### config.mk
export PLATFORM = sky130hd
export DESIGN_NAME = sine_pwm_soft_ramp
export DESIGN_NICKNAME = d
export VERILOG_FILES = /design/src/design/sps_pkg.sv /design/src/design/sps_table.sv /design/src/design/sps_ctrl.sv /design/src/design/sps_scale.sv /design/src/design/sine_pwm_soft_ramp.sv
export SDC_FILE = /design/constraint.sdc
export NUM_CORES = 2
export LEC_CHECK = 0
export BUFFER_PORTS_ARGS = -buffer_cell sky130_fd_sc_hd__buf_2
export CAP_MARGIN = 20
export CORE_MARGIN = 10
export CORE_UTILIZATION = 62
export DETAILED_ROUTE_END_ITERATION = 6
export MAX_ROUTING_LAYER = met4
export PLACE_DENSITY = 0.74
export SYNTH_ARGS = -nofsm -noshare
export SYNTH_HDL_FRONTEND = slang
export SYNTH_SLANG_ARGS = --single-unit
### constraint.sdc
create_clock -name aclk -period 8.8 [get_ports aclk]
set_input_delay 1.32 -clock aclk [delete_from_list [all_inputs] [get_ports aclk]]
set_output_delay 1.32 -clock aclk [all_outputs]
set_load 0.1 [all_outputs]
### src/design/sps_pkg.sv
// Shared types and constants for the sine PWM soft ramp generator.
package sps_pkg;

    localparam int unsigned TABLE_DEPTH_DEF = 128;
    localparam int unsigned DUTY_W          = 16;
    localparam int unsigned ENV_W           = 17;
    localparam int unsigned PHASE_W         = 7;
    localparam int unsigned PERIOD_W        = 8;
    localparam int unsigned CFG_W           = 17;
    localparam int unsigned CFG_INDEX_W     = 1;

    localparam logic [ENV_W-1:0]    ENV_ONE           = ENV_W'(65536);
    localparam logic [ENV_W-1:0]    RAMP_STEP_RESET   = ENV_W'(66);
    localparam logic [PERIOD_W-1:0] PERIOD_LEN_RESET  = PERIOD_W'(100);

    typedef enum logic [1:0] {
        OP_TICK  = 2'd0,
        OP_START = 2'd1,
        OP_STOP  = 2'd2,
        OP_WRITE = 2'd3
    } op_t;

    typedef enum logic [CFG_INDEX_W-1:0] {
        REG_RAMP_STEP     = 1'b0,
        REG_PERIOD_LENGTH = 1'b1
    } cfg_reg_t;

    // Control and envelope that travel with an item into the scaling stage.
    typedef struct packed {
        logic             valid;
        logic             duty_en;
        logic             bridge_on;
        logic             stopped;
        logic [ENV_W-1:0] envelope;
    } stage_t;

endpackage

### src/design/sps_table.sv
// Wave table memory with one write port and one registered read port.
module sps_table import sps_pkg::*; #(
    parameter int unsigned TABLE_DEPTH = TABLE_DEPTH_DEF,
    localparam int unsigned ADDR_W = $clog2(TABLE_DEPTH)
) (
    input  logic              aclk,
    input  logic              wr_en,
    input  logic [ADDR_W-1:0] wr_addr,
    input  logic [DUTY_W-1:0] wr_data,
    input  logic              rd_en,
    input  logic [ADDR_W-1:0] rd_addr,
    output logic [DUTY_W-1:0] rd_data
);

    logic [DUTY_W-1:0] mem [TABLE_DEPTH];
    logic [DUTY_W-1:0] rd_data_reg;

    always_ff @(posedge aclk) begin
        if (wr_en) begin
            mem[wr_addr] <= wr_data;
        end
    end

    always_ff @(posedge aclk) begin
        if (rd_en) begin
            rd_data_reg <= mem[rd_addr];
        end
    end

    assign rd_data = rd_data_reg;

endmodule

### src/design/sps_ctrl.sv
// Configuration registers, envelope and phase state, and the first pipeline stage.
module sps_ctrl import sps_pkg::*; #(
    parameter int unsigned TABLE_DEPTH = TABLE_DEPTH_DEF,
    localparam int unsigned ADDR_W = $clog2(TABLE_DEPTH)
) (
    input  logic                   aclk,
    input  logic                   aresetn,
    input  logic                   cfg_we,
    input  logic [CFG_INDEX_W-1:0] cfg_index,
    input  logic [CFG_W-1:0]       cfg_wdata,
    input  logic                   load,
    input  logic                   accept,
    input  logic [1:0]             operation,
    input  logic [PHASE_W-1:0]     entry_index,
    input  logic [DUTY_W-1:0]      entry_value,
    output logic                   wr_en,
    output logic [ADDR_W-1:0]      wr_addr,
    output logic [DUTY_W-1:0]      wr_data,
    output logic                   rd_en,
    output logic [ADDR_W-1:0]      rd_addr,
    output stage_t                 stage
);

    localparam int unsigned LAST_ADDR = TABLE_DEPTH - 1;

    logic [ENV_W-1:0]    ramp_step_reg;
    logic [PERIOD_W-1:0] period_len_reg;
    logic [PHASE_W-1:0]  phase_reg, phase_next;
    logic [ADDR_W-1:0]   addr_reg, addr_next;
    logic [ENV_W-1:0]    env_reg, env_next;
    logic                down_reg, down_next;
    logic                running_reg, running_next;
    stage_t              stage_reg, stage_next;

    logic [ENV_W:0]      env_sum;
    logic [PERIOD_W-1:0] phase_inc;
    logic                at_zero;
    op_t                 op;

    // Reduces a table position modulo the depth by conditional subtraction.
    function automatic logic [ADDR_W-1:0] wrap_index(input logic [PHASE_W-1:0] idx);
        int unsigned v;
        v = 32'(idx);
        for (int k = PHASE_W - 1; k >= 0; k--) begin
            if (v >= (TABLE_DEPTH << k)) begin
                v = v - (TABLE_DEPTH << k);
            end
        end
        return ADDR_W'(v);
    endfunction

    always_ff @(posedge aclk) begin
        if (!aresetn) begin
            ramp_step_reg  <= RAMP_STEP_RESET;
            period_len_reg <= PERIOD_LEN_RESET;
        end else if (cfg_we) begin
            unique case (cfg_reg_t'(cfg_index))
                REG_RAMP_STEP:     ramp_step_reg  <= cfg_wdata;
                REG_PERIOD_LENGTH: period_len_reg <= cfg_wdata[PERIOD_W-1:0];
                default:           ramp_step_reg  <= ramp_step_reg;
            endcase
        end
    end

    assign op        = op_t'(operation);
    assign env_sum   = {1'b0, env_reg} + {1'b0, ramp_step_reg};
    assign phase_inc = {1'b0, phase_reg} + PERIOD_W'(1);

    always_comb begin
        phase_next   = phase_reg;
        addr_next    = addr_reg;
        env_next     = env_reg;
        down_next    = down_reg;
        running_next = running_reg;
        at_zero      = 1'b0;
        wr_en        = 1'b0;
        rd_en        = 1'b0;
        stage_next   = '0;
        unique case (op)
            OP_START: begin
                phase_next   = '0;
                addr_next    = '0;
                env_next     = '0;
                down_next    = 1'b0;
                running_next = 1'b1;
            end
            OP_STOP: begin
                down_next = 1'b1;
            end
            OP_WRITE: begin
                wr_en = accept;
            end
            OP_TICK: begin
                if (running_reg) begin
                    if (down_reg) begin
                        if (ramp_step_reg >= env_reg) begin
                            env_next = '0;
                            at_zero  = 1'b1;
                        end else begin
                            env_next = env_reg - ramp_step_reg;
                        end
                    end else if (env_sum >= {1'b0, ENV_ONE}) begin
                        env_next = ENV_ONE;
                    end else begin
                        env_next = env_sum[ENV_W-1:0];
                        at_zero  = (env_sum == '0);
                    end
                    if (at_zero) begin
                        running_next = 1'b0;
                    end else begin
                        rd_en = accept;
                        stage_next.duty_en = 1'b1;
                        if ((phase_inc >= period_len_reg) || phase_inc[PHASE_W]) begin
                            phase_next = '0;
                            addr_next  = '0;
                        end else begin
                            phase_next = phase_inc[PHASE_W-1:0];
                            addr_next  = (32'(addr_reg) == LAST_ADDR) ? '0
                                         : addr_reg + ADDR_W'(1);
                        end
                    end
                end
            end
            default: begin
                running_next = running_reg;
            end
        endcase
        stage_next.valid     = accept;
        stage_next.stopped   = at_zero;
        stage_next.bridge_on = running_next;
        stage_next.envelope  = env_next;
    end

    always_ff @(posedge aclk) begin
        if (!aresetn) begin
            phase_reg   <= '0;
            addr_reg    <= '0;
            env_reg     <= '0;
            down_reg    <= 1'b0;
            running_reg <= 1'b0;
        end else if (accept) begin
            phase_reg   <= phase_next;
            addr_reg    <= addr_next;
            env_reg     <= env_next;
            down_reg    <= down_next;
            running_reg <= running_next;
        end
    end

    always_ff @(posedge aclk) begin
        if (!aresetn) begin
            stage_reg <= '0;
        end else if (load) begin
            stage_reg <= stage_next;
        end
    end

    assign wr_addr = wrap_index(entry_index);
    assign wr_data = entry_value;
    assign rd_addr = addr_reg;
    assign stage   = stage_reg;

endmodule

### src/design/sps_scale.sv
// Envelope scaling of the table entry and the result register.
module sps_scale import sps_pkg::*; (
    input  logic              aclk,
    input  logic              aresetn,
    input  stage_t            stage,
    input  logic [DUTY_W-1:0] entry,
    output logic              advance,
    output logic              m_valid,
    input  logic              m_ready,
    output logic [DUTY_W-1:0] m_duty,
    output logic              m_bridge_on,
    output logic              m_stopped_now
);

    logic [DUTY_W+ENV_W-1:0] product;
    logic                    valid_reg;
    logic [DUTY_W-1:0]       duty_reg;
    logic                    bridge_reg;
    logic                    stopped_reg;

    assign advance = !valid_reg || m_ready;
    assign product = (DUTY_W+ENV_W)'(entry) * (DUTY_W+ENV_W)'(stage.envelope);

    always_ff @(posedge aclk) begin
        if (!aresetn) begin
            valid_reg <= 1'b0;
        end else if (advance) begin
            valid_reg <= stage.valid;
        end
    end

    always_ff @(posedge aclk) begin
        if (advance && stage.valid) begin
            duty_reg    <= stage.duty_en ? product[DUTY_W+15:16] : '0;
            bridge_reg  <= stage.bridge_on;
            stopped_reg <= stage.stopped;
        end
    end

    assign m_valid       = valid_reg;
    assign m_duty        = duty_reg;
    assign m_bridge_on   = bridge_reg;
    assign m_stopped_now = stopped_reg;

endmodule

### src/design/sine_pwm_soft_ramp.sv
// Top level of the sine PWM duty generator with soft start and soft stop.
// Each item (tick, start, stop or table write) gives one result item via the stage and result
// registers; a new item is accepted in every cycle while results are taken. The first stage
// updates the envelope and phase index and reads the wave table through its registered port;
// the second stage scales the entry by the envelope in a 16 by 17 bit multiplier.
module sine_pwm_soft_ramp import sps_pkg::*; #(
    parameter int unsigned TABLE_DEPTH = TABLE_DEPTH_DEF
) (
    input  logic                   aclk,
    input  logic                   aresetn,
    input  logic                   cfg_we,
    input  logic [CFG_INDEX_W-1:0] cfg_index,
    input  logic [CFG_W-1:0]       cfg_wdata,
    input  logic                   s_valid,
    output logic                   s_ready,
    input  logic [1:0]             s_operation,
    input  logic [PHASE_W-1:0]     s_entry_index,
    input  logic [DUTY_W-1:0]      s_entry_value,
    output logic                   m_valid,
    input  logic                   m_ready,
    output logic [DUTY_W-1:0]      m_duty,
    output logic                   m_bridge_on,
    output logic                   m_stopped_now
);

    localparam int unsigned ADDR_W = $clog2(TABLE_DEPTH);

    stage_t            stage;
    logic              advance;
    logic              accept;
    logic              wr_en;
    logic [ADDR_W-1:0] wr_addr;
    logic [DUTY_W-1:0] wr_data;
    logic              rd_en;
    logic [ADDR_W-1:0] rd_addr;
    logic [DUTY_W-1:0] rd_data;

    assign s_ready = advance || !stage.valid;
    assign accept  = s_valid && s_ready;

    sps_ctrl #(
        .TABLE_DEPTH(TABLE_DEPTH)
    ) u_ctrl (
        .aclk        (aclk),
        .aresetn     (aresetn),
        .cfg_we      (cfg_we),
        .cfg_index   (cfg_index),
        .cfg_wdata   (cfg_wdata),
        .load        (s_ready),
        .accept      (accept),
        .operation   (s_operation),
        .entry_index (s_entry_index),
        .entry_value (s_entry_value),
        .wr_en       (wr_en),
        .wr_addr     (wr_addr),
        .wr_data     (wr_data),
        .rd_en       (rd_en),
        .rd_addr     (rd_addr),
        .stage       (stage)
    );

    sps_table #(
        .TABLE_DEPTH(TABLE_DEPTH)
    ) u_table (
        .aclk    (aclk),
        .wr_en   (wr_en),
        .wr_addr (wr_addr),
        .wr_data (wr_data),
        .rd_en   (rd_en),
        .rd_addr (rd_addr),
        .rd_data (rd_data)
    );

    sps_scale u_scale (
        .aclk          (aclk),
        .aresetn       (aresetn),
        .stage         (stage),
        .entry         (rd_data),
        .advance       (advance),
        .m_valid       (m_valid),
        .m_ready       (m_ready),
        .m_duty        (m_duty),
        .m_bridge_on   (m_bridge_on),
        .m_stopped_now (m_stopped_now)
    );

endmodule
# [Yosys cells after proc, flatten, opt, wreduce, memory -nomap -nowiden]
# Memory sizes are Yosys's and may differ from the RTL's. A register that Yosys moved wholly into a read port is not among the register bits.
# Index checks and enable logic that the tools add are counted.
[word_totals] input_bits=48 out_inout_bits=20 memories=1 word_cells=79 regBits=98 mem_bits_rw=2048
[op_classes] muxes=32 n_reduce_logical=15 n_lt_le_gt_ge=3 addsub=4 n_bitwise=1 n_eq_ne=6 mul=1
[memory_table] name="u_table.mem" words=128 word_bits=16 rd=1 rd_clocked_by_memory_dff=1 wr=1 line_no="sps_table.sv:15" source="logic [DUTY_W-1:0] mem [TABLE_DEPTH];"
[op_table] cell="17-bit 2-to-1 mux" count=4
[op_table] cell="7-bit 2-to-1 mux" count=7
[op_table] cell="17-bit case mux with 2 select lines" count=1
[op_table] cell="16-bit by 17-bit multiplier with 32-bit output" count=1
[op_table] cell="7-bit case mux with 2 select lines" count=2
[op_table] cell="17-bit by 17-bit adder with 18-bit output" count=1
[op_table] cell="18-bit by 17-bit >= comparator with 1-bit output, second input constant" count=1
[op_table] cell="18-bit logical NOT" count=1
[op_table] cell="17-bit >= comparator" count=1
[op_table] cell="17-bit subtractor" count=1
[op_table] cell="1-bit 2-to-1 mux" count=16
[op_table] cell="7-bit by 1-bit adder with 8-bit output, second input constant" count=1
[op_table] cell="8-bit >= comparator" count=1
[op_table] cell="7-bit by 1-bit adder with 7-bit output, second input constant" count=1
[op_table] cell="7-bit == test, second input constant" count=1
[op_table] cell="2-bit AND reduction" count=3
[op_table] cell="2-bit == test, second input constant" count=2
[op_table] cell="1-bit case mux with 2 select lines" count=2
[op_table] cell="4-bit AND reduction" count=1
[op_table] cell="2-bit nonzero test" count=2
[op_table] cell="1-bit logical OR" count=3
[op_table] cell="2-bit by 1-bit == test with 1-bit output, second input constant" count=1
[op_table] cell="1-bit logical AND" count=2
[op_table] cell="1-bit logical NOT" count=2
[op_table] cell="4 further kinds" count=4

# [Depth between registers and ports, before layout]
[logic_depth] depth_word=9 mapped_depth=25 depth_no_buf=23

# [Hierarchy]
# A second synthesis with hierarchy kept.
[hier_totals] cells_unflattened=5015 area_unflattened_um2=94560.7
[modules_own_cells] mod="sps_table" instances=1 seq_area_each_um2=61979.4 area_each_um2=78683.0 cells_each=3086
[modules_own_cells] mod="sps_scale" instances=1 seq_area_each_um2=560.5 area_each_um2=9639.2 cells_each=1104
[modules_own_cells] mod="sps_ctrl" instances=1 seq_area_each_um2=1581.5 area_each_um2=6216.0 cells_each=823
[modules_own_cells] mod="sine_pwm_soft_ramp" instances=1 seq_area_each_um2=0.0 area_each_um2=22.5 cells_each=2

# [Worst setup path after synthesis]
# OpenSTA, ideal clock, no wires.
[synth_path] path_type="register to register" startpoint="register u_table.rd_data_reg[4] (netlist: u_table.rd_data[4]), read port of u_table.mem" endpoint="register u_scale.duty_reg[13] (netlist: u_scale.m_duty[13]), data pin" path_stages_with_launch=24 path_slack_ps=2525 t_arrival_ps=6020 synth_period_minus_slack_ps=6275 path_buffers=1 setup_time_ps=255 t_required_ps=8545 cell_sequence="edfxtp_1 -> clkbuf_1 -> and2_1 -> fa_1 -> inv_1 -> fa_1 -> fa_1 -> inv_1 -> fa_1 -> fa_1 -> inv_1 -> fa_1 -> inv_1 -> ha_1 -> nand2_1 -> nor2_1 -> a2111oi_0 -> nand2_1 -> a221o_1 -> a21oi_1 -> o311a_1 -> nor2b_1 -> or3_1 -> and3_1"
[synth_via] elab_chain_cells=1
[synth_lines] item="from (decl)" line_no="sps_table.sv:16" source="logic [DUTY_W-1:0] rd_data_reg;"
[synth_lines] item="16-bit by 17-bit multiplier with 32-bit output" line_no="sps_scale.sv:22" source="assign product = (DUTY_W+ENV_W)'(entry) * (DUTY_W+ENV_W)'(stage.envelope);"
[synth_lines] item="to (signal assigned)" line_no="sps_scale.sv:34" source="duty_reg <= stage.duty_en ? product[DUTY_W+15:16] : '0;"
[synth_lines] item="to (decl)" line_no="sps_scale.sv:17" source="logic [DUTY_W-1:0] duty_reg;"
# Every way passes these cells.
# A chain may end at the register's enable or synchronous reset.

# [Worst setup path after layout]
# Same ends and word-level chain as after synthesis.

==> results.yml <==
routing:
  dr.max_layer_used: "met4"
  initialDrtViolationCount: 5586
  drc: 0
  routed-wl-met2_mm: 102
  met1_length_mm: 86.8
  drt-vias-per-instance: 6.52
  wl_met3_mm: 20.1
  route.vias.total: 46900
  postRouteWirelength_mm: 215
  detail_route.first_pass.iterations: 5
  ant_nets: 0
  detail_route.wl_per_cell_um: 30.0
clocking:
  clock_tree.buffer_depth: 3
  clk-insertion-delay-late_ns: 0.86
  numClockSinks: 2162
  postCtsSetupBuffers: 0
  cts_root_buf: "sky130_fd_sc_hd__clkbuf_16"
  clk_pin_slew_ns: 0.06
  number_of_buffers_created_by_cts: 207
  cts.hold.buffers_added: 0
  htree_levels: 4
  cts_tree: "built"
  cts-resized-gates: 0
power:
  cellInternalPower_uw: 16900
  pwr_density_cell_nw_per_um2: 204
  power.share.sequential_pct: 53.5
  total_power_uw: 21200
  p_sw_share_pct: 20.4
  power_share_of_the_clock_group_pct: 43.5
  comb_power_share_pct: 3.0
  power.net_switching_uw: 4310
  static-leakage-power_uw: 0.0337
  vdd.ir_drop.worst_mv: 0.175
hold_path:
  hold-path-endpoint: "u_scale.m_bridge_on"
  min_delay_path_depth: 0
  hold_start: "u_ctrl.stage[18]"
  worstHoldPathType: "reg2reg"
final_layout:
  final_layout_size_suffix_gt1_share_pct: 25.1
  flow.area_growth_from_synthesis_pct: 11.2
  final.fill_count: 9149
  layout.nets: 5393
  largest_register_ff_count: 2048
  commonest_cells_after_routing_fill_and_taps_aside: "2082 x sky130_fd_sc_hd__edfxtp_1, 672 x sky130_fd_sc_hd__mux4_2, 276 x sky130_fd_sc_hd__inv_1"
  layout_commonest_cell: "sky130_fd_sc_hd__edfxtp_1"
  final_area_um2: 104000
  fin_util_pct: 69.3
sta:
  tns_ns: 0
  grt_setup_unrepaired: "no"
  worst_rel_slew_slack_pct: 23.9
  timing.clock.skew_ns: 0.0620
  postLayoutSetupSlackWorst_ns: 1.85
  post-route-period-util_pct: 78.9
  tightestPinTransition_ns: 1.14
  max_clock_freq_ghz: 0.144
  post-route-min-period_ns: 6.95
  report.final.setup_viol: 0
  timing_hold_violations_final: 0
  maxSlewViolCount: 0
die:
  floorplan.io_pins: 68
  die-width_um: 408
  die_h_um: 408
  floorplan.core_area_um2: 150000
  floorplan.die_area_um2: 167000
  initial_core_utilization_pct: 62.4
  placement_rows: 142
critical_path:
  critical-path-top-cell-by-count: "sky130_fd_sc_hd__fa_1"
  r2r_end: "u_scale.m_duty[13]"
  critPathSlowestCell: "sky130_fd_sc_hd__edfxtp_1"
  crit_path_cell_chain: "and2_1 -> fa_1 -> inv_1 -> fa_1 -> fa_1 -> inv_1 -> fa_1 -> fa_1 -> inv_1 -> fa_1 -> inv_1 -> ha_1 -> nand2_1 -> nor2_1 -> a2111oi_0 -> nand2_1 -> a221o_1 -> a21oi_1 -> o311a_1 -> nor2b_1 -> or3_1 -> and3_1"
  worst-path-max-fanout: 17
  regToRegStartpoint: "u_table.rd_data[4]"
  startpoint_kind_of_the_worst_setup_timing_path: "register"
  timing.critical_path.arrival_ns: 7.52
  required_ns: 9.38
  r2r.worst_path.cells: 22
  worst_setup_path_end_kind: "register"
  regToRegSetupSlack_ns: 1.85
  criticalPathCategory: "reg2reg"
  cpPeakStageDelay_ns: 0.64
yosys:
  yosys-top-cells-area: "sky130_fd_sc_hd__edfxtp_1 67%, sky130_fd_sc_hd__mux4_2 16%, sky130_fd_sc_hd__fa_1 4.5%"
  synth_sequential_area_ratio_pct: 68.7
  post-synth-top-area-cell: "sky130_fd_sc_hd__edfxtp_1"
  synth_largest_type_area_fraction_pct: 66.9
  netlist_instances: 4794
  syn_nets: 5196
  synth_edf_count: 2082
  mappedNetlistArea_um2: 93400
  syn_avg_cell_area_um2: 19.5
  synth_warnings: 0
  synth.distinct_cells: 90
  synth_top_flop_cell: "sky130_fd_sc_hd__edfxtp_1"
  share_of_flip_flops_with_an_asynchronous_set_or_reset_after_synthesis_pct: 0
  synth.ff_latch_count: 2162
placed_design:
  place_congestion: 0.945
  pre_cts_slack_ns: 1.80
  dpl-instance-area_um2: 96600
  port-buffer-count: 67
  detailed_place_hpwl_mm: 129
job:
  drv_cap: 0
outcome:
  outcome: "finished, final reports clean"
global_routing:
  grt.overflow.total: 0
  first_pass_grt_wire_length_mm: 322
  grt_antenna_before_repair: 16
  grt_usage_pct: 26.8
  via_count_of_the_first_global_routing_pass: 47300
  grt_start_max_net_pins: 149
## metrics by stage
step,hold slack [ns],std cells
3_3_place_gp,0.414,6793
3_5_place_dp,0.431,6794
5_1_grt,0.443,7190
6_report,0.434,7192
4_1_cts,0.435,7178
2_1_floorplan,0.408,4794
## synthesized netlist by cell type (9+ instances only)
| cell | n |
|---|---|
| sky130_fd_sc_hd__and2_1 | 141 |
| sky130_fd_sc_hd__clkbuf_1 | 167 |
| sky130_fd_sc_hd__and3_1 | 11 |
| sky130_fd_sc_hd__mux4_2 | 672 |
| sky130_fd_sc_hd__o211ai_1 | 17 |
| sky130_fd_sc_hd__a21oi_2 | 9 |
| sky130_fd_sc_hd__xnor2_1 | 25 |
| sky130_fd_sc_hd__dfxtp_1 | 80 |
| sky130_fd_sc_hd__mux2_2 | 18 |
| sky130_fd_sc_hd__fa_1 | 208 |
| sky130_fd_sc_hd__a21oi_1 | 105 |
| sky130_fd_sc_hd__nor2_1 | 191 |
| sky130_fd_sc_hd__o21ai_0 | 38 |
| sky130_fd_sc_hd__inv_1 | 276 |
| sky130_fd_sc_hd__nand3_1 | 30 |
| sky130_fd_sc_hd__nand2_1 | 258 |
| sky130_fd_sc_hd__edfxtp_1 | 2082 |
| sky130_fd_sc_hd__a211o_1 | 9 |
| sky130_fd_sc_hd__buf_1 | 24 |
| sky130_fd_sc_hd__nor2b_1 | 20 |
| sky130_fd_sc_hd__nand4_1 | 10 |
| sky130_fd_sc_hd__xor2_1 | 9 |
| sky130_fd_sc_hd__buf_2 | 46 |
| sky130_fd_sc_hd__ha_1 | 146 |
| sky130_fd_sc_hd__a21o_1 | 11 |
| sky130_fd_sc_hd__nor3_1 | 22 |
## per-layer routing
layer	vias up	track usage, %
met5	-	-
li1	19400	-
met4	0	7.92
met1	24800	38.6
met2	2354	39.8
met3	333	5.20
## logic make-up after synthesis
kind of cell    count (synthesis)  synth area share [%]
fa+ha+maj                     354                  6.41
compound gates                292                  2.15
flops                        2162                  68.7
simple gates                  735                  3.75
buf+inv                       523                  2.23
mux                           694                  16.5
xor+xnor                       34                 0.319
## final cells by class
type	instances	area [µm²]	share of cell area, %
clock inverter	144	1780	1.72
multi-input combinational	2109	27200	26.2
antenna	10	25.0	0.0241
sequential	2162	64100	61.8
inverter	278	1040	1.01
clock buffer	240	5330	5.13
tap	2016	2520	2.43
timing repair buffer	233	1760	1.70
## power groups by stage
stage / Sequential, µW / Clock (µW) / Combinational (µW)
global route: 11300 / 9730 / 693
detailed placement: 11500 / 0 / 633
CTS: 11300 / 9320 / 637
global placement: 11500 / 0 / 615
finish: 11300 / 9210 / 636
floorplan: 11500 / 0 / 328
## how the worst max path moves through the flow
stage	from	endpoint	slack, ns	cells past startpoint
after detailed placement	u_table.rd_data[4]	u_scale.m_duty[13]	1.80	22
final	u_table.rd_data[4]	u_scale.m_duty[13]	1.85	22
after global placement	u_table.rd_data[4]	u_scale.m_duty[13]	1.87	22
after CTS	u_ctrl.stage[10]	u_scale.m_duty[13]	1.81	19
after global routing	u_ctrl.stage[11]	u_scale.m_duty[13]	1.32	21
after floorplan	u_table.rd_data[4]	u_scale.m_duty[13]	2.53	23
## critical path, delay by kind of cell, from the launching register on
family | cells | cell delay [ns]
adders and majority gates | 7 | 3.28
AOI/OAI and AO/OA | 4 | 1.42
and+or+nand+nor | 7 | 1.18
DFF | 1 | 0.64
buffers and inverters | 4 | 0.20
Power figures use the tool's default switching activity.
